[src/rtl/ethernet_mac_register_block_core_defines.svh]
// Assertion helpers for the MAC register block.
// EMRB_ASSERT_IMP checks the consequence in the same cycle, EMRB_ASSERT_NXT in the next cycle.
`ifndef ETHERNET_MAC_REGISTER_BLOCK_CORE_DEFINES_SVH
`define ETHERNET_MAC_REGISTER_BLOCK_CORE_DEFINES_SVH
`ifndef SYNTHESIS
`define EMRB_ASSERT_IMP(name, clk, rst_n, ante, cons) \
	name: assert property (@(posedge clk) disable iff (!rst_n) (ante) |-> (cons)) \
		else $error("register block assertion failed");
`define EMRB_ASSERT_NXT(name, clk, rst_n, ante, cons) \
	name: assert property (@(posedge clk) disable iff (!rst_n) (ante) |=> (cons)) \
		else $error("register block assertion failed");
`else
`define EMRB_ASSERT_IMP(name, clk, rst_n, ante, cons)
`define EMRB_ASSERT_NXT(name, clk, rst_n, ante, cons)
`endif
`endif

[src/rtl/emrb_pkg.sv]
package emrb_pkg;

	localparam int unsigned WORD_W        = 16;
	localparam int unsigned LANE_W        = 8;
	localparam int unsigned WADDR_W       = 7;
	localparam int unsigned REG_WORDS_DEF = 128;
	localparam int unsigned PHY_REG_COUNT = 32;
	localparam int unsigned PHY_IDX_W     = $clog2(PHY_REG_COUNT);
	localparam int unsigned RXLEN_W       = 11;

	localparam logic [4:0] PHY_ADDR = 5'd1;

	typedef enum logic [2:0] {
		ACT_READ  = 3'd0,
		ACT_WRITE = 3'd1,
		ACT_RX    = 3'd2,
		ACT_TX    = 3'd3,
		ACT_LINK  = 3'd4
	} action_t;

	// word indexes
	localparam logic [WADDR_W-1:0] W_CTRL0    = 7'h00;
	localparam logic [WADDR_W-1:0] W_CTRL1    = 7'h02;
	localparam logic [WADDR_W-1:0] W_TXPOLL   = 7'h0a;
	localparam logic [WADDR_W-1:0] W_RXBUFSZ  = 7'h0c;
	localparam logic [WADDR_W-1:0] W_MDIO_CTL = 7'h10;
	localparam logic [WADDR_W-1:0] W_MDIO_RD  = 7'h12;
	localparam logic [WADDR_W-1:0] W_MDIO_WR  = 7'h14;
	localparam logic [WADDR_W-1:0] W_STATUS   = 7'h1e;
	localparam logic [WADDR_W-1:0] W_ENABLE   = 7'h20;
	localparam logic [WADDR_W-1:0] W_RXCNT    = 7'h28;
	localparam logic [WADDR_W-1:0] W_TXINC    = 7'h2d;
	localparam logic [WADDR_W-1:0] W_TXCNT    = 7'h2e;
	localparam logic [WADDR_W-1:0] W_MACA     = 7'h34;
	localparam logic [WADDR_W-1:0] W_MACB     = 7'h35;
	localparam logic [WADDR_W-1:0] W_MACC     = 7'h36;
	localparam logic [WADDR_W-1:0] W_PHYSTAT  = 7'h44;

	localparam logic [WORD_W-1:0] RXBUFSZ_RST   = 16'h0600;
	localparam logic [WORD_W-1:0] RXBUF_MASK    = 16'h07fc;
	localparam logic [WORD_W-1:0] MDIO_BUSY     = 16'h6000;
	localparam logic [WORD_W-1:0] CTRL1_DONE    = 16'h0010;
	localparam logic [WORD_W-1:0] MDIO_NO_PHY   = 16'hffff;
	localparam logic [WORD_W-1:0] ST_RX         = 16'h0001;
	localparam logic [WORD_W-1:0] ST_TX         = 16'h0010;
	localparam int unsigned       CTRL0_TX_BIT  = 12;
	localparam int unsigned       CTRL0_RXE_BIT = 1;
	localparam int unsigned       MDIO_RD_BIT   = 13;
	localparam int unsigned       MDIO_WR_BIT   = 14;
	localparam int unsigned       PHY_LINK_REG  = 1;
	localparam int unsigned       PHY_LINK_BIT  = 2;

	typedef struct packed {
		logic [2:0]  action;
		logic [7:0]  byte_address;
		logic        byte_access;
		logic [15:0] write_data;
		logic [15:0] packet_length;
	} cmd_t;

	typedef struct packed {
		logic [15:0] read_data;
		logic        irq;
		logic        transmit_request;
		logic [10:0] rx_stored_length;
		logic        receive_enabled;
	} res_t;

	typedef struct packed {
		logic               en;
		logic               wr_lo;
		logic               wr_hi;
		logic [WADDR_W-1:0] addr;
		logic [WORD_W-1:0]  wdata;
	} store_req_t;

	typedef struct packed {
		logic                 mdio_wr;
		logic                 link_up;
		logic [PHY_IDX_W-1:0] idx;
		logic [WORD_W-1:0]    wdata;
	} phy_cmd_t;

	// words with side effects live in flops, never in the word store
	function automatic logic is_special(logic [WADDR_W-1:0] w);
		return w inside {W_CTRL0, W_CTRL1, W_TXPOLL, W_RXBUFSZ, W_MDIO_CTL, W_MDIO_RD,
			W_MDIO_WR, W_STATUS, W_ENABLE, W_RXCNT, W_TXINC, W_TXCNT};
	endfunction

	function automatic logic [WORD_W-1:0] reset_word(logic [WADDR_W-1:0] w);
		logic [WORD_W-1:0] v;
		case (w)
			W_MACA:    v = 16'h5452;
			W_MACB:    v = 16'h1200;
			W_MACC:    v = 16'h5734;
			W_PHYSTAT: v = 16'h9f07;
			default:   v = '0;
		endcase
		return v;
	endfunction

	function automatic logic [WORD_W-1:0] phy_reset(logic [PHY_IDX_W-1:0] i);
		logic [WORD_W-1:0] v;
		case (i)
			PHY_IDX_W'(1): v = 16'h7869;
			PHY_IDX_W'(2): v = 16'h0243;
			PHY_IDX_W'(3): v = 16'h0c54;
			default:       v = '0;
		endcase
		return v;
	endfunction

endpackage

[src/rtl/emrb_ram.sv]
module emrb_ram #(
	parameter int unsigned WIDTH = 8,
	parameter int unsigned DEPTH = 128
) (
	input  logic                     clk,
	input  logic                     we,
	input  logic [$clog2(DEPTH)-1:0] waddr,
	input  logic [WIDTH-1:0]         wdata,
	input  logic                     re,
	input  logic [$clog2(DEPTH)-1:0] raddr,
	output logic [WIDTH-1:0]         rdata
);

	logic [WIDTH-1:0] mem [DEPTH];

	always_ff @(posedge clk) begin
		if (we) begin
			mem[waddr] <= wdata;
		end
		if (re) begin
			rdata <= mem[raddr];
		end
	end

endmodule

[src/rtl/emrb_word_store.sv]
module emrb_word_store import emrb_pkg::*; #(
	parameter int unsigned WORDS = REG_WORDS_DEF
) (
	input  logic              clk,
	input  logic              arst_n,
	input  store_req_t        req,
	output logic [WORD_W-1:0] rdata
);

	localparam int unsigned AW = $clog2(WORDS);

	logic [WADDR_W-1:0] addr_q;
	logic               hit_q;
	logic [WORDS-1:0]   vld_lo_q;
	logic [WORDS-1:0]   vld_hi_q;
	logic [LANE_W-1:0]  lo_rd;
	logic [LANE_W-1:0]  hi_rd;
	logic               in_range;
	logic               we_lo;
	logic               we_hi;
	logic [WORD_W-1:0]  rst_val;

	assign in_range = {1'b0, req.addr} < (WADDR_W+1)'(WORDS);
	assign we_lo    = req.en && req.wr_lo && in_range;
	assign we_hi    = req.en && req.wr_hi && in_range;

	// one RAM per byte lane so byte writes need no read-modify-write
	emrb_ram #(.WIDTH(LANE_W), .DEPTH(WORDS)) u_lo (
		.clk   (clk),
		.we    (we_lo),
		.waddr (req.addr[AW-1:0]),
		.wdata (req.wdata[LANE_W-1:0]),
		.re    (req.en),
		.raddr (req.addr[AW-1:0]),
		.rdata (lo_rd)
	);

	emrb_ram #(.WIDTH(LANE_W), .DEPTH(WORDS)) u_hi (
		.clk   (clk),
		.we    (we_hi),
		.waddr (req.addr[AW-1:0]),
		.wdata (req.wdata[WORD_W-1:LANE_W]),
		.re    (req.en),
		.raddr (req.addr[AW-1:0]),
		.rdata (hi_rd)
	);

	always_ff @(posedge clk or negedge arst_n) begin
		if (!arst_n) begin
			addr_q   <= '0;
			hit_q    <= 1'b0;
			vld_lo_q <= '0;
			vld_hi_q <= '0;
		end else begin
			if (req.en) begin
				addr_q <= req.addr;
				hit_q  <= in_range;
			end
			if (we_lo) begin
				vld_lo_q[req.addr[AW-1:0]] <= 1'b1;
			end
			if (we_hi) begin
				vld_hi_q[req.addr[AW-1:0]] <= 1'b1;
			end
		end
	end

	// a lane never written reads as its reset value
	always_comb begin
		rst_val = reset_word(addr_q);
		rdata   = '0;
		if (hit_q) begin
			rdata[LANE_W-1:0]      = vld_lo_q[addr_q[AW-1:0]] ? lo_rd : rst_val[LANE_W-1:0];
			rdata[WORD_W-1:LANE_W] = vld_hi_q[addr_q[AW-1:0]] ? hi_rd : rst_val[WORD_W-1:LANE_W];
		end
	end

endmodule

[config.mk]
export PLATFORM = sky130hd
export DESIGN_NAME = emrb_word_store
export DESIGN_NICKNAME = d
export VERILOG_FILES = /design/src/rtl/ethernet_mac_register_block_core_defines.svh /design/src/rtl/emrb_pkg.sv /design/src/rtl/emrb_ram.sv /design/src/rtl/emrb_word_store.sv
export SDC_FILE = /design/constraint.sdc
export NUM_CORES = 2
export LEC_CHECK = 0
export BUFFER_PORTS_ARGS = -buffer_cell sky130_fd_sc_hd__buf_4
export CORE_MARGIN = 3
export CORE_UTILIZATION = 25
export DETAILED_ROUTE_END_ITERATION = 10
export PLACE_DENSITY_LB_ADDON = 0.3
export SETUP_SLACK_MARGIN = 0.05
export SYNTH_ARGS = -nofsm -noshare
export SYNTH_HDL_FRONTEND = slang
export SYNTH_HIERARCHICAL = 1
export SYNTH_SLANG_ARGS = --single-unit
[constraint.sdc]
create_clock -name clk -period 6.1 [get_ports clk]
set_input_delay 0 -clock clk [delete_from_list [all_inputs] [get_ports clk]]
set_output_delay 0 -clock clk [all_outputs]
set_load 0.005 [all_outputs]
==> impl_metrics.csv <==
group,metric,value,unit
synth,synth.area.mux_share,0.190,
place,port_buffers,43,
detailed_routing,avgRoutedWirePerCell,24.6,µm
worst_hold_path,min_path_type,"input pin to register",
worst_setup_path,endpoint_kind,"primary output",
floorplanning,dieArea,0.372,mm²
worst_setup_path,path_max_fanout,36,
sta,worstMarginPinSlew,1260,ps
synth,synth-compound-area-share,0.0228,
clock_network,cts_tree,"built",
worst_setup_path,cp_cell_sequence,"buf_4, mux4_2, mux2i_1, o22ai_1, nor3_1, a22oi_4, mux2i_1, buf_4",
worst_setup_path,cp_num_buf_inv,2,
sta,postLayoutSetupSlackWorst,1260,ps
synth,syn_avg_cell_area,22.1,µm²
floorplanning,io_pins,44,
pwr,power.leakage,34.1,nW
detailed_routing,postRouteAntennaNets,0,
synth,syn_inst,4128,
sta,max_freq,0.207,GHz
floorplanning,num_rows,221,
layout,layout_common_cells,"edfxtp_1 (2,064), mux4_2 (733), nor2_1 (269)",
worst_setup_path,cpMaxStageDelayCell,"dfrtp_4",
sta,drv_slew,0,
sta,hold_viol,0,
synth,syn-num-nets,4156,
sta,max-slew-margin-rel,0.155,
clock_network,clock_sinks,2328,
synth,ys_warn_count,6,
grt,grt_pass1_wl,329000,µm
clock_network,clkLatencyLatePin,880,ps
detailed_routing,dr.pass1.iters,7,
floorplanning,start_util,0.251,
sta,fin_crit_sh,0.793,
layout,multi_input_area,0.0215,mm²
worst_setup_path,worstPathArrival,4840,ps
grt,grt_pass1_vias,43900,
synth,netlist_area,0.0912,mm²
worst_setup_path,timing.rr.start,"u_lo/mem[78][7]$_DFFE_PP_",
detailed_routing,wirelength,228000,µm
synth,synth_simple_gate_area_frac,0.0226,
clock_network,cts_max_level,4,
worst_setup_path,worst-setup-path-type,"register to primary output",
grt,grt_overflow_total,0,
sta,setup_viol,0,
worst_setup_path,cpPeakStageDelay,930,ps
sta,finClkSkew,69.3,ps
detailed_routing,drcViolationCount,0,
run_status,status,"complete, no violations",
synth,synth_top_family_by_area,"multiplexers",
sta,period_needed,4840,ps
layout,fill_cells,35300,
layout,final_common_cell,"edfxtp_1",
layout,seqCellArea,0.0686,mm²
place,place_congestion,0.740,
synth,synth.distinct_cells,40,
worst_setup_path,path_delay_family,"multiplexers",
place,dp_worst_setup_slack,1940,ps
pwr,power,33.6,mW
synth,synth_xor_area_frac,0,
layout,area_delta_synth_final,15.1,%
place,dpl-instance-area,0.0973,mm²
detailed_routing,drt-initial-drc-count,4537,
synth,ys_ff_latch,2328,
clock_network,clk_pin_slew_worst_paths,70,ps
layout,final_area,0.105,mm²
layout,nets,4300,
grt,antenna_found_initial,19,
floorplanning,die_h,610,µm
worst_setup_path,cp-start-kind,"register",
clock_network,root_buffer,"clkbuf_16",
worst_hold_path,hp-start,"req[2]",
pwr,power.density,320,mW/mm²
grt,grt_start_max_net_pins,127,
synth,synth_fa_ha_area_frac,0,
layout,drive_gt1_frac,0.278,
clock_network,cts_buffers,230,
synth,yosysSeqAreaShare,0.752,
flow_run,maxCapViolations,0,
clock_network,clockBufferDepth,4,
floorplanning,fp.coreArea,0.363,mm²
worst_setup_path,crit_start,"addr_q[0]$_DFFE_PN0P_",
place,hpwlAfterDp,136000,µm
detailed_routing,vias,42500,
pwr,peakVddDrop,0.000241,V
grt,grt.total_usage,0.120,
sta,fin_hold_ws,120,ps
clock_network,post_cts_resized,0,
floorplanning,die_w,610,µm
sta,rsz0062_at_grt,"false",
detailed_routing,drt-vias-per-instance,4.59,
sta,tns,0,ps
worst_setup_path,worst-endpoint-required,6100,ps
## Yosys cell counts
cell / instances / area share
edfxtp_1: 2064 / 0.68
mux4_2: 733 / 0.18
nor2_1: 269 / 0.011
dfrtp_1: 264 / 0.072
a21o_1: 177 / 0.015
clkbuf_1: 138 / 0.0057
o21bai_1: 80 / 0.0066
nand2_1: 69 / 0.0028
mux2i_1: 40 / 0.0044
buf_1: 38 / 0.0016
buf_2: 38 / 0.0021
nor3_1: 36 / 0.0020
nand3_1: 32 / 0.0018
buf_4: 26 / 0.0021
mux2_2: 23 / 0.0028
nor2b_1: 18 / 0.0012
nand2b_1: 14 / 0.00096
buf_6: 9 / 0.0011
nand4_1: 8 / 0.00055
and3_1: 5 / 0.00034
mux4_1: 5 / 0.0014
o21ai_0: 5 / 0.00027
or2_2: 5 / 0.00034
nand3b_1: 4 / 0.00033
o22ai_1: 4 / 0.00027
inv_1: 3 / 0.00012
nor4_1: 3 / 0.00021
or3_1: 3 / 0.00021
a21oi_1: 2 / 0.00011
a22oi_4: 2 / 0.00047
nor4_2: 2 / 0.00027
a22oi_1: 1 / 0.000082
a31oi_1: 1 / 0.000069
nand4b_1: 1 / 0.000096
nand4b_2: 1 / 0.00016
nor3_2: 1 / 0.00011
o2111ai_1: 1 / 0.000096
o211ai_1: 1 / 0.000082
o211ai_2: 1 / 0.00014
or4b_1: 1 / 0.00011
## cell families (layout without fill, tap and decap cells)
family / after synthesis / count (layout)
muxes: 801 / 801
AOI/OAI and AO/OA: 275 / 275
other: 0 / 4
and+or+nand+nor: 472 / 472
DFF: 2328 / 2328
buffers and inverters: 252 / 575
## worst paths after layout
kind / to / slack (ps) / depth (start not counted)
worst max register to register: u_lo/rdata[7]$_DFFE_PP_ / 3460 / 4
worst min register to register: vld_lo_q[9]$_DFFE_PN0P_ / 450 / 1
worst max-delay path: rdata[6] / 1260 / 8
min in group asynchronous: vld_hi_q[122]$_DFFE_PN0P_ / 500 / 3
max in group asynchronous: vld_lo_q[25]$_DFFE_PN0P_ / 4190 / 4
worst min-delay path: u_lo/mem[28][2]$_DFFE_PP_ / 120 / 2
## repair_timing
item | 4_1_cts | 5_1_grt
buffers inserted | 0 | 0
hold endpoints to repair | 1180 | 0
hold buffers | 27 | 0
## worst reg2reg max path: stages, from the launching register on
cell,delay [ps]
edfxtp_1,370
mux4_2,540
mux4_2,570
mux4_2,580
mux2_2,290
## routing by layer
metal | part of all wire | track usage
met5 | 0.00018 | 0
met1 | 0.43 | 0.167
met2 | 0.48 | 0.192
met4 | 0.026 | 0.0314
met3 | 0.063 | 0.0238
## through the flow
| stage | std cells | util |
|---|---|---|
| after global routing | 9246 | 0.289 |
| after global placement | 8807 | 0.268 |
| final | 9249 | 0.289 |
| after CTS | 9245 | 0.289 |
| after detailed placement | 8807 | 0.268 |
| after floorplan | 4128 | - |
## cell type report
type / count / area share
Multi-Input combinational cell: 1548 / 0.205
Clock buffer: 284 / 0.0577
Clock inverter: 127 / 0.0119
Tap cell: 4794 / 0.0572
Inverter: 3 / 0.000107
Antenna cell: 4 / 0.0000954
Timing Repair Buffer: 161 / 0.0140
Sequential cell: 2328 / 0.654
## power by group
part           leakage [nW]  switching (mW)  internal (mW)
combinational          8.40            1.11          0.809
clock                  3.56            5.93           8.01
sequential             22.1           0.155           17.5
## sequential cells by signal, indices dropped and copies added (netlist names)
register / cells
u_hi/mem: 1024
u_lo/mem: 1024
vld_hi_q: 128
vld_lo_q: 128
u_hi/rdata: 8
u_lo/rdata: 8
addr_q: 7
hit_q: 1
Power figures use the tool's default switching activity.
