<file path="src/rtl/ethernet_mac_register_block_core_defines.svh">
// Assertion helpers for the MAC register block.
// EMRB_ASSERT_IMP checks the consequence in the same cycle, EMRB_ASSERT_NXT in the next cycle.
`ifndef ETHERNET_MAC_REGISTER_BLOCK_CORE_DEFINES_SVH
`define ETHERNET_MAC_REGISTER_BLOCK_CORE_DEFINES_SVH
`ifndef SYNTHESIS
`define EMRB_ASSERT_IMP(name, clk, rst_n, ante, cons) \
	name: assert property (@(posedge clk) disable iff (!rst_n) (ante) |-> (cons)) \
		else $error("register block assertion failed");
`define EMRB_ASSERT_NXT(name, clk, rst_n, ante, cons) \
	name: assert property (@(posedge clk) disable iff (!rst_n) (ante) |=> (cons)) \
		else $error("register block assertion failed");
`else
`define EMRB_ASSERT_IMP(name, clk, rst_n, ante, cons)
`define EMRB_ASSERT_NXT(name, clk, rst_n, ante, cons)
`endif
`endif

</file>
<file path="src/rtl/emrb_pkg.sv">
package emrb_pkg;

	localparam int unsigned WORD_W        = 16;
	localparam int unsigned LANE_W        = 8;
	localparam int unsigned WADDR_W       = 7;
	localparam int unsigned REG_WORDS_DEF = 128;
	localparam int unsigned PHY_REG_COUNT = 32;
	localparam int unsigned PHY_IDX_W     = $clog2(PHY_REG_COUNT);
	localparam int unsigned RXLEN_W       = 11;

	localparam logic [4:0] PHY_ADDR = 5'd1;

	typedef enum logic [2:0] {
		ACT_READ  = 3'd0,
		ACT_WRITE = 3'd1,
		ACT_RX    = 3'd2,
		ACT_TX    = 3'd3,
		ACT_LINK  = 3'd4
	} action_t;

	// word indexes
	localparam logic [WADDR_W-1:0] W_CTRL0    = 7'h00;
	localparam logic [WADDR_W-1:0] W_CTRL1    = 7'h02;
	localparam logic [WADDR_W-1:0] W_TXPOLL   = 7'h0a;
	localparam logic [WADDR_W-1:0] W_RXBUFSZ  = 7'h0c;
	localparam logic [WADDR_W-1:0] W_MDIO_CTL = 7'h10;
	localparam logic [WADDR_W-1:0] W_MDIO_RD  = 7'h12;
	localparam logic [WADDR_W-1:0] W_MDIO_WR  = 7'h14;
	localparam logic [WADDR_W-1:0] W_STATUS   = 7'h1e;
	localparam logic [WADDR_W-1:0] W_ENABLE   = 7'h20;
	localparam logic [WADDR_W-1:0] W_RXCNT    = 7'h28;
	localparam logic [WADDR_W-1:0] W_TXINC    = 7'h2d;
	localparam logic [WADDR_W-1:0] W_TXCNT    = 7'h2e;
	localparam logic [WADDR_W-1:0] W_MACA     = 7'h34;
	localparam logic [WADDR_W-1:0] W_MACB     = 7'h35;
	localparam logic [WADDR_W-1:0] W_MACC     = 7'h36;
	localparam logic [WADDR_W-1:0] W_PHYSTAT  = 7'h44;

	localparam logic [WORD_W-1:0] RXBUFSZ_RST   = 16'h0600;
	localparam logic [WORD_W-1:0] RXBUF_MASK    = 16'h07fc;
	localparam logic [WORD_W-1:0] MDIO_BUSY     = 16'h6000;
	localparam logic [WORD_W-1:0] CTRL1_DONE    = 16'h0010;
	localparam logic [WORD_W-1:0] MDIO_NO_PHY   = 16'hffff;
	localparam logic [WORD_W-1:0] ST_RX         = 16'h0001;
	localparam logic [WORD_W-1:0] ST_TX         = 16'h0010;
	localparam int unsigned       CTRL0_TX_BIT  = 12;
	localparam int unsigned       CTRL0_RXE_BIT = 1;
	localparam int unsigned       MDIO_RD_BIT   = 13;
	localparam int unsigned       MDIO_WR_BIT   = 14;
	localparam int unsigned       PHY_LINK_REG  = 1;
	localparam int unsigned       PHY_LINK_BIT  = 2;

	typedef struct packed {
		logic [2:0]  action;
		logic [7:0]  byte_address;
		logic        byte_access;
		logic [15:0] write_data;
		logic [15:0] packet_length;
	} cmd_t;

	typedef struct packed {
		logic [15:0] read_data;
		logic        irq;
		logic        transmit_request;
		logic [10:0] rx_stored_length;
		logic        receive_enabled;
	} res_t;

	typedef struct packed {
		logic               en;
		logic               wr_lo;
		logic               wr_hi;
		logic [WADDR_W-1:0] addr;
		logic [WORD_W-1:0]  wdata;
	} store_req_t;

	typedef struct packed {
		logic                 mdio_wr;
		logic                 link_up;
		logic [PHY_IDX_W-1:0] idx;
		logic [WORD_W-1:0]    wdata;
	} phy_cmd_t;

	// words with side effects live in flops, never in the word store
	function automatic logic is_special(logic [WADDR_W-1:0] w);
		return w inside {W_CTRL0, W_CTRL1, W_TXPOLL, W_RXBUFSZ, W_MDIO_CTL, W_MDIO_RD,
			W_MDIO_WR, W_STATUS, W_ENABLE, W_RXCNT, W_TXINC, W_TXCNT};
	endfunction

	function automatic logic [WORD_W-1:0] reset_word(logic [WADDR_W-1:0] w);
		logic [WORD_W-1:0] v;
		case (w)
			W_MACA:    v = 16'h5452;
			W_MACB:    v = 16'h1200;
			W_MACC:    v = 16'h5734;
			W_PHYSTAT: v = 16'h9f07;
			default:   v = '0;
		endcase
		return v;
	endfunction

	function automatic logic [WORD_W-1:0] phy_reset(logic [PHY_IDX_W-1:0] i);
		logic [WORD_W-1:0] v;
		case (i)
			PHY_IDX_W'(1): v = 16'h7869;
			PHY_IDX_W'(2): v = 16'h0243;
			PHY_IDX_W'(3): v = 16'h0c54;
			default:       v = '0;
		endcase
		return v;
	endfunction

endpackage

</file>
<file path="src/rtl/emrb_phy.sv">
module emrb_phy import emrb_pkg::*; (
	input  logic              clk,
	input  logic              arst_n,
	input  phy_cmd_t          cmd,
	output logic [WORD_W-1:0] rdata
);

	logic [WORD_W-1:0] phy_q [PHY_REG_COUNT];

	assign rdata = phy_q[cmd.idx];

	always_ff @(posedge clk or negedge arst_n) begin
		if (!arst_n) begin
			for (int i = 0; i < PHY_REG_COUNT; i++) begin
				phy_q[i] <= phy_reset(PHY_IDX_W'(i));
			end
		end else begin
			if (cmd.mdio_wr) begin
				phy_q[cmd.idx] <= cmd.wdata;
			end
			if (cmd.link_up) begin
				phy_q[PHY_LINK_REG][PHY_LINK_BIT] <= 1'b1;
			end
		end
	end

endmodule

</file>
<file path="config.mk">
export PLATFORM = sky130hd
export DESIGN_NAME = emrb_phy
export DESIGN_NICKNAME = d
export VERILOG_FILES = /design/src/rtl/ethernet_mac_register_block_core_defines.svh /design/src/rtl/emrb_pkg.sv /design/src/rtl/emrb_phy.sv
export SDC_FILE = /design/constraint.sdc
export NUM_CORES = 1
export LEC_CHECK = 0
export ABC_AREA = 1
export BUFFER_PORTS_ARGS = -buffer_cell sky130_fd_sc_hd__buf_2
export CORE_ASPECT_RATIO = 2
export CORE_MARGIN = 8
export CORE_UTILIZATION = 45
export DETAILED_ROUTE_END_ITERATION = 8
export GPL_TIMING_DRIVEN = 0
export REMOVE_ABC_BUFFERS = 1
export SETUP_SLACK_MARGIN = 0.5
export SLEW_MARGIN = 20
export SYNTH_ARGS = -nofsm -noshare
export SYNTH_HDL_FRONTEND = slang
export SYNTH_SLANG_ARGS = --single-unit
</file>
<file path="constraint.sdc">
create_clock -name clk -period 1.3 [get_ports clk]
set_input_delay 0.13 -clock clk [delete_from_list [all_inputs] [get_ports clk]]
set_output_delay 0.13 -clock clk [all_outputs]
set_load 0.05 [all_outputs]
</file>
==> impl_metrics.yaml, run 1 <==
synthesis:
  ys.flop_type: "dfrtp_1"
  synth_edf_count: 0
  synth_area_um2: 23800
  synthArstFlopShare: 1.00
  synth_area_leaders: "dfrtp_1, nand2_1, o21ai_0, clkbuf_1, dfstp_2"
  synth_warnings: 0
  seq_area_frac_synth: 0.538
  yosysTopAreaCellShare: 0.520
  synth_seq_cells: 512
  netlist_instances: 3242
  synthTopCellsByCount: "nand2_1, dfrtp_1, o21ai_0"
  yosysUniqueCellTypes: 20
  avgSynthCellArea_um2: 7.35
  yosysTopAreaCell: "dfrtp_1"
  yosysMostFrequentCell: "nand2_1"
worst_setup_path:
  cp_max_fo: 2
  end_kind: "output pin"
  crit_type: "reg -> out"
  critPathRequiredTime_ps: 1170
  r2r_start: "phy_q[129]"
  crit_arrival_ps: 1870
  start_kind: "register"
  r2r.worst_path.cells: 4
  reg2reg_to: "phy_q[129]"
  rrSetupSlack_ps: 390
layout:
  top_regs: "phy_q x512"
  diodes: 0
  fillerInstances: 4757
  drive_above_1_share: 0.151
  largest_register_ffs: 512
  regMostFlops: "phy_q"
  final_net_count: 3272
  register_area_um2: 12800
  multi_input_area_um2: 11500
  finalCoreUtilization: 0.560
  areaGrowthSynthToFinish_pct: 23.5
die:
  die_area_um2: 61000
  ios: 41
  coreArea_um2: 52600
  fp-row-count: 119
  die_w_um: 179
  initial_utilization: 0.454
  die_h_um: 342
cts:
  cts_tree: "built"
  clk_latency_ps: 590
  holdBufCountCts: 2
  h-tree-depth: 2
  clock-root-buffer: "clkbuf_16"
  cts.sinks: 512
  cts.path.max_buffers: 3
  cts_buffers: 46
  clkTransAtPathRegs_ps: 70
sta:
  setup_violations: 298
  fin_crit_sh: 1.54
  hold_viol_final: 244
  period_needed_ps: 2000
  clock.fmax_mhz: 499
  slew_headroom: 0.247
  holdWs_ps: -575
  tightest_slew_ps: 1130
  rsz0062_at_grt: "yes"
  clock-skew-final_ps: 0
  tns_ps: -26000
  maxSlewViolCount: 0
  finalWorstSetupSlack_ps: -703
global_routing:
  grt_pass1_vias: 20900
  grt-ovfl-total: 0
  grt_antenna_before_repair: 2
  grt_max_degree: 103
  grt_pass1_wl_mm: 124
  gr-usage-all-layers: 0.266
placed_design:
  dp_hpwl_mm: 39.7
  gp_congestion: 0.773
  port_buffers: 40
route:
  drt-vias-per-instance: 5.57
  num_vias: 22000
  wire_per_inst_um: 21.7
  detail-route-antenna-nets: 0
  drtIter0Drc: 2294
  first_pass_iters: 6
  remaining_drc_errors: 0
  finalWirelength_mm: 85.6
outcome:
  status: "finished with violations"
  violations: "hold timing, setup timing"
power_and_ir_drop:
  worst_ir_drop_vdd_v: 0.00112
  leakagePower_uw: 0.0149
  power_density_nw_per_um2: 1490
job:
  maxCapViolCount: 0
min_path:
  hp-class: "in -> async"
==> where the power goes <==
group	internal, µW	switching (µW)	leakage, µW	total [µW]
Combinational	3550	5290	0.00759	8840
Clock	7960	6240	0.000762	14200
Sequential	19100	1680	0.00653	20700
==> area by class of cell <==
class | instances | share of cell area
tap | 665 | 0.0283
sequential | 512 | 0.436
timing repair buffer | 170 | 0.0857
clock inverter | 6 | 0.00187
timing repair inverter | 4 | 0.00183
inverter | 26 | 0.00659
clock buffer | 78 | 0.0505
multi-input combinational | 2487 | 0.389
==> per-stage QoR <==
step	std cells	worst slack (ps)	total power, µW	area [µm²]
2_1_floorplan	2998	-3350	25500	22900
3_5_place_dp	3728	-2100	27900	24500
3_3_place_gp	3703	-15230	27400	23900
4_1_cts	3891	-646	43300	28400
5_1_grt	3948	-780	46000	29400
6_report	3948	-703	43800	29400
==> worst max-delay path: stages (launching register included) <==
cell and delay [ps]:
dfrtp_1 410, nand2_1 100, nand2_1 50, nand2_1 80, nand2_1 60, nand2_1 60
nand2_1 100, nor2_4 150, nand2_2 100, buf_8 160
==> routing by layer <==
| layer | global-route usage | part of all wire | wire, µm | vias to the layer above |
|---|---|---|---|---|
| met5 | 0 | 0 | 0 | - |
| met4 | 0.163 | 0.085 | 7290 | 0 |
| met3 | 0.0312 | 0.056 | 4800 | 306 |
| met2 | 0.470 | 0.51 | 43900 | 892 |
| met1 | 0.298 | 0.35 | 29600 | 10600 |
| li1 | - | - | - | 10200 |
==> cells by family after synthesis <==
family                 Yosys count  synth area share
buffers and inverters          270            0.0446
AND/OR/NAND/NOR               1946             0.309
flip-flops                     512             0.538
AO/OA/AOI/OAI                  514             0.108
==> cell usage in the layout (no fill, tap or decap), types with 2 or more instances in the layout <==
master,synthesis,layout
buf_2,33,18
nor4_4,0,2
inv_2,3,2
inv_16,0,3
nand2_4,0,25
o21ai_0,440,388
a21oi_1,64,64
nand2_1,1835,1708
dfrtp_1,495,495
clkbuf_8,0,15
nor2_4,0,18
nand3_4,0,3
inv_1,22,7
buf_16,0,28
inv_6,0,2
clkinv_2,0,5
nand2_2,0,90
buf_8,0,23
bufbuf_16,0,14
buf_6,0,14
clkbuf_16,0,49
clkinvlp_4,0,11
nand2_8,0,39
clkbuf_1,189,14
dfstp_2,17,17
nor2_1,98,69
nor3_4,2,7
dlygate4sd3_1,0,2
buf_12,0,12
o21ai_1,10,38
buf_4,2,59
nor2_2,0,11
o21ai_2,0,24
==> timing repair <==
| action | in CTS | in global routing |
|---|---|---|
| gates cloned | 45 | 13 |
| resized for setup | 322 | 135 |
| setup endpoints to repair | 789 | 789 |
| pin swaps | 74 | 60 |
| setup buffers | 32 | 44 |
| endpoints found under the hold margin | 69 | 226 |
==> worst max-delay path by stage <==
stage / start / end / depth (start not counted)
after global routing: phy_q[189] / rdata[13] / 9
after global placement: cmd[16] / rdata[3] / 11
after detailed placement: cmd[16] / rdata[8] / 14
final: phy_q[189] / rdata[13] / 9
after CTS: phy_q[480] / rdata[0] / 9
after floorplan: cmd[16] / rdata[0] / 9
(Power assumes the default switching activity.)
==> run 2, diff against run 1 <==
Settings changed: CTS_BUF_LIST from default to sky130_fd_sc_hd__clkbuf_8.
==> impl_metrics.yaml, run 2 (synthesized netlist as in run 1, its figures left out) <==
die:
  die_w_um: 179
  die_h_um: 342
  ios: 41
  die_area_um2: 61000
  coreArea_um2: 52600
  fp-row-count: 119
  initial_utilization: 0.454
outcome:
  status: "finished with violations"
  violations: "hold timing, setup timing"
global_routing:
  grt_pass1_wl_mm: 124
  grt_antenna_before_repair: 3
  gr-usage-all-layers: 0.265
  grt_max_degree: 103
  grt_pass1_vias: 20900
  grt-ovfl-total: 0
cts:
  cts.sinks: 512
  clock-root-buffer: "clkbuf_8"
  cts.path.max_buffers: 3
  clk_latency_ps: 640
  cts_tree: "built"
  cts_buffers: 74
  clkTransAtPathRegs_ps: 80
  h-tree-depth: 3
  holdBufCountCts: 2
worst_setup_path:
  reg2reg_to: "phy_q[296]"
  crit_path_frequent_cell: "nand2_1"
  rrSetupSlack_ps: 380
  r2r_start: "phy_q[296]"
  start_kind: "register"
  crit_type: "reg -> out"
  cp_max_fo: 2
  crit_arrival_ps: 1950
  cp_slowest_cell: "dfrtp_1"
  end_kind: "output pin"
  r2r.worst_path.cells: 4
  startpoint: "phy_q[109]"
  critPathMaxStageDelay_ps: 390
  critPathRequiredTime_ps: 1170
  crit_chain: "nand2_1 > nand2_1 > nand2_1 > nand2_1 > nand2_1 > nand2_1 > nor2_4 > nand2_1 > buf_6"
layout:
  areaGrowthSynthToFinish_pct: 24.9
  drive_above_1_share: 0.176
  top_regs: "phy_q x512"
  regMostFlops: "phy_q"
  fin_area_um2: 29800
  final_cell_mix: "nand2_1, dfrtp_1, o21ai_0"
  layout_commonest_cell: "nand2_1"
  fillerInstances: 4675
  largest_register_ffs: 512
  final_net_count: 3315
  finalNonFillerCells: 4008
sta:
  period_needed_ps: 2080
  finalWorstSetupSlack_ps: -783
  rsz0062_at_grt: "yes"
  setup_violations: 97
  holdWs_ps: -632
  slew_headroom: 0.234
  tightest_slew_ps: 1150
  maxSlewViolCount: 0
  clock-skew-final_ps: 0
  clock.fmax_mhz: 480
  tns_ps: -15110
  fin_crit_sh: 1.60
  hold_viol_final: 246
placed_design:
  dp_cells: 3728
  gp_congestion: 0.773
  dp_hpwl_mm: 39.7
  place_area_um2: 24500
  pre_cts_ws_ps: -2100
  port_buffers: 40
route:
  drt-vias-per-instance: 5.60
  remaining_drc_errors: 0
  detail-route-antenna-nets: 0
  first_pass_iters: 8
  wire_per_inst_um: 22.5
  num_vias: 22400
  drtIter0Drc: 2500
  finalWirelength_mm: 90.1
min_path:
  hp-class: "in -> async"
power_and_ir_drop:
  leakagePower_uw: 0.0150
  power_density_nw_per_um2: 1440
  worst_ir_drop_vdd_v: 0.000901
job:
  maxCapViolCount: 0
-- run 2: changes by cell type in the layout (fill, tap and decap cells not counted), sizes merged --
cell / change
bufbuf: -1
clkinvlp: -6
bufinv: -1
diode: +1
buf: +6
clkbuf: +23
nand2: +9
inv: +29
-- run 2: how the worst max path moves through the flow --
stage                     cells after the start        end
after global routing                          9  rdata[13]
after floorplan                               9   rdata[0]
after detailed placement                     14   rdata[8]
final                                         9  rdata[13]
after global placement                       11   rdata[3]
after CTS                                     9   rdata[3]
-- run 2: timing repair --
action,CTS,global route
buffers inserted,42,42
setup endpoints to repair,672,789
cloned,42,23
endpoints found under the hold margin,222,246
pin swaps,60,106
resized for setup,224,331
-- run 2: per-stage QoR --
step,total power [µW],utilization
final,42900,0.567
after global routing,45200,0.567
after CTS,42200,0.536
after detailed placement,27900,0.466
after global placement,27400,0.455
after floorplan,25500,-
-- run 2: final cells by class --
class	count	area (µm²)	area share
well taps	665	832	0.0279
clock inverters	29	123	0.00412
clock buffers	99	1360	0.0458
multi-input cells	2496	11800	0.395
repair inverters	3	26.3	0.000882
flip-flops and latches	512	12800	0.431
repair buffers	177	2680	0.0899
diodes	1	2.50	0.0000840
inverters	26	159	0.00534
-- run 2: critical path: cells and delay by family (launching register included) --
kind	cells	cell delay, ps
simple gates	8	730
flops	1	390
buf+inv	1	180
-- run 2: layer usage --
layer	track usage	routed length, µm	up-vias
met5	0	0	-
met2	0.463	45100	1100
met1	0.301	30400	10700
met4	0.162	8350	0
met3	0.0351	6300	366
li1	-	-	10300
-- run 2: where the power goes --
| part | total [µW] | switching, µW | leakage (µW) | internal, µW |
|---|---|---|---|---|
| Sequential | 20800 | 1760 | 0.00653 | 19100 |
| Combinational | 8950 | 5360 | 0.00764 | 3590 |
| Clock | 13100 | 6340 | 0.000849 | 6760 |
| Total | 42900 | 13500 | 0.0150 | 29400 |
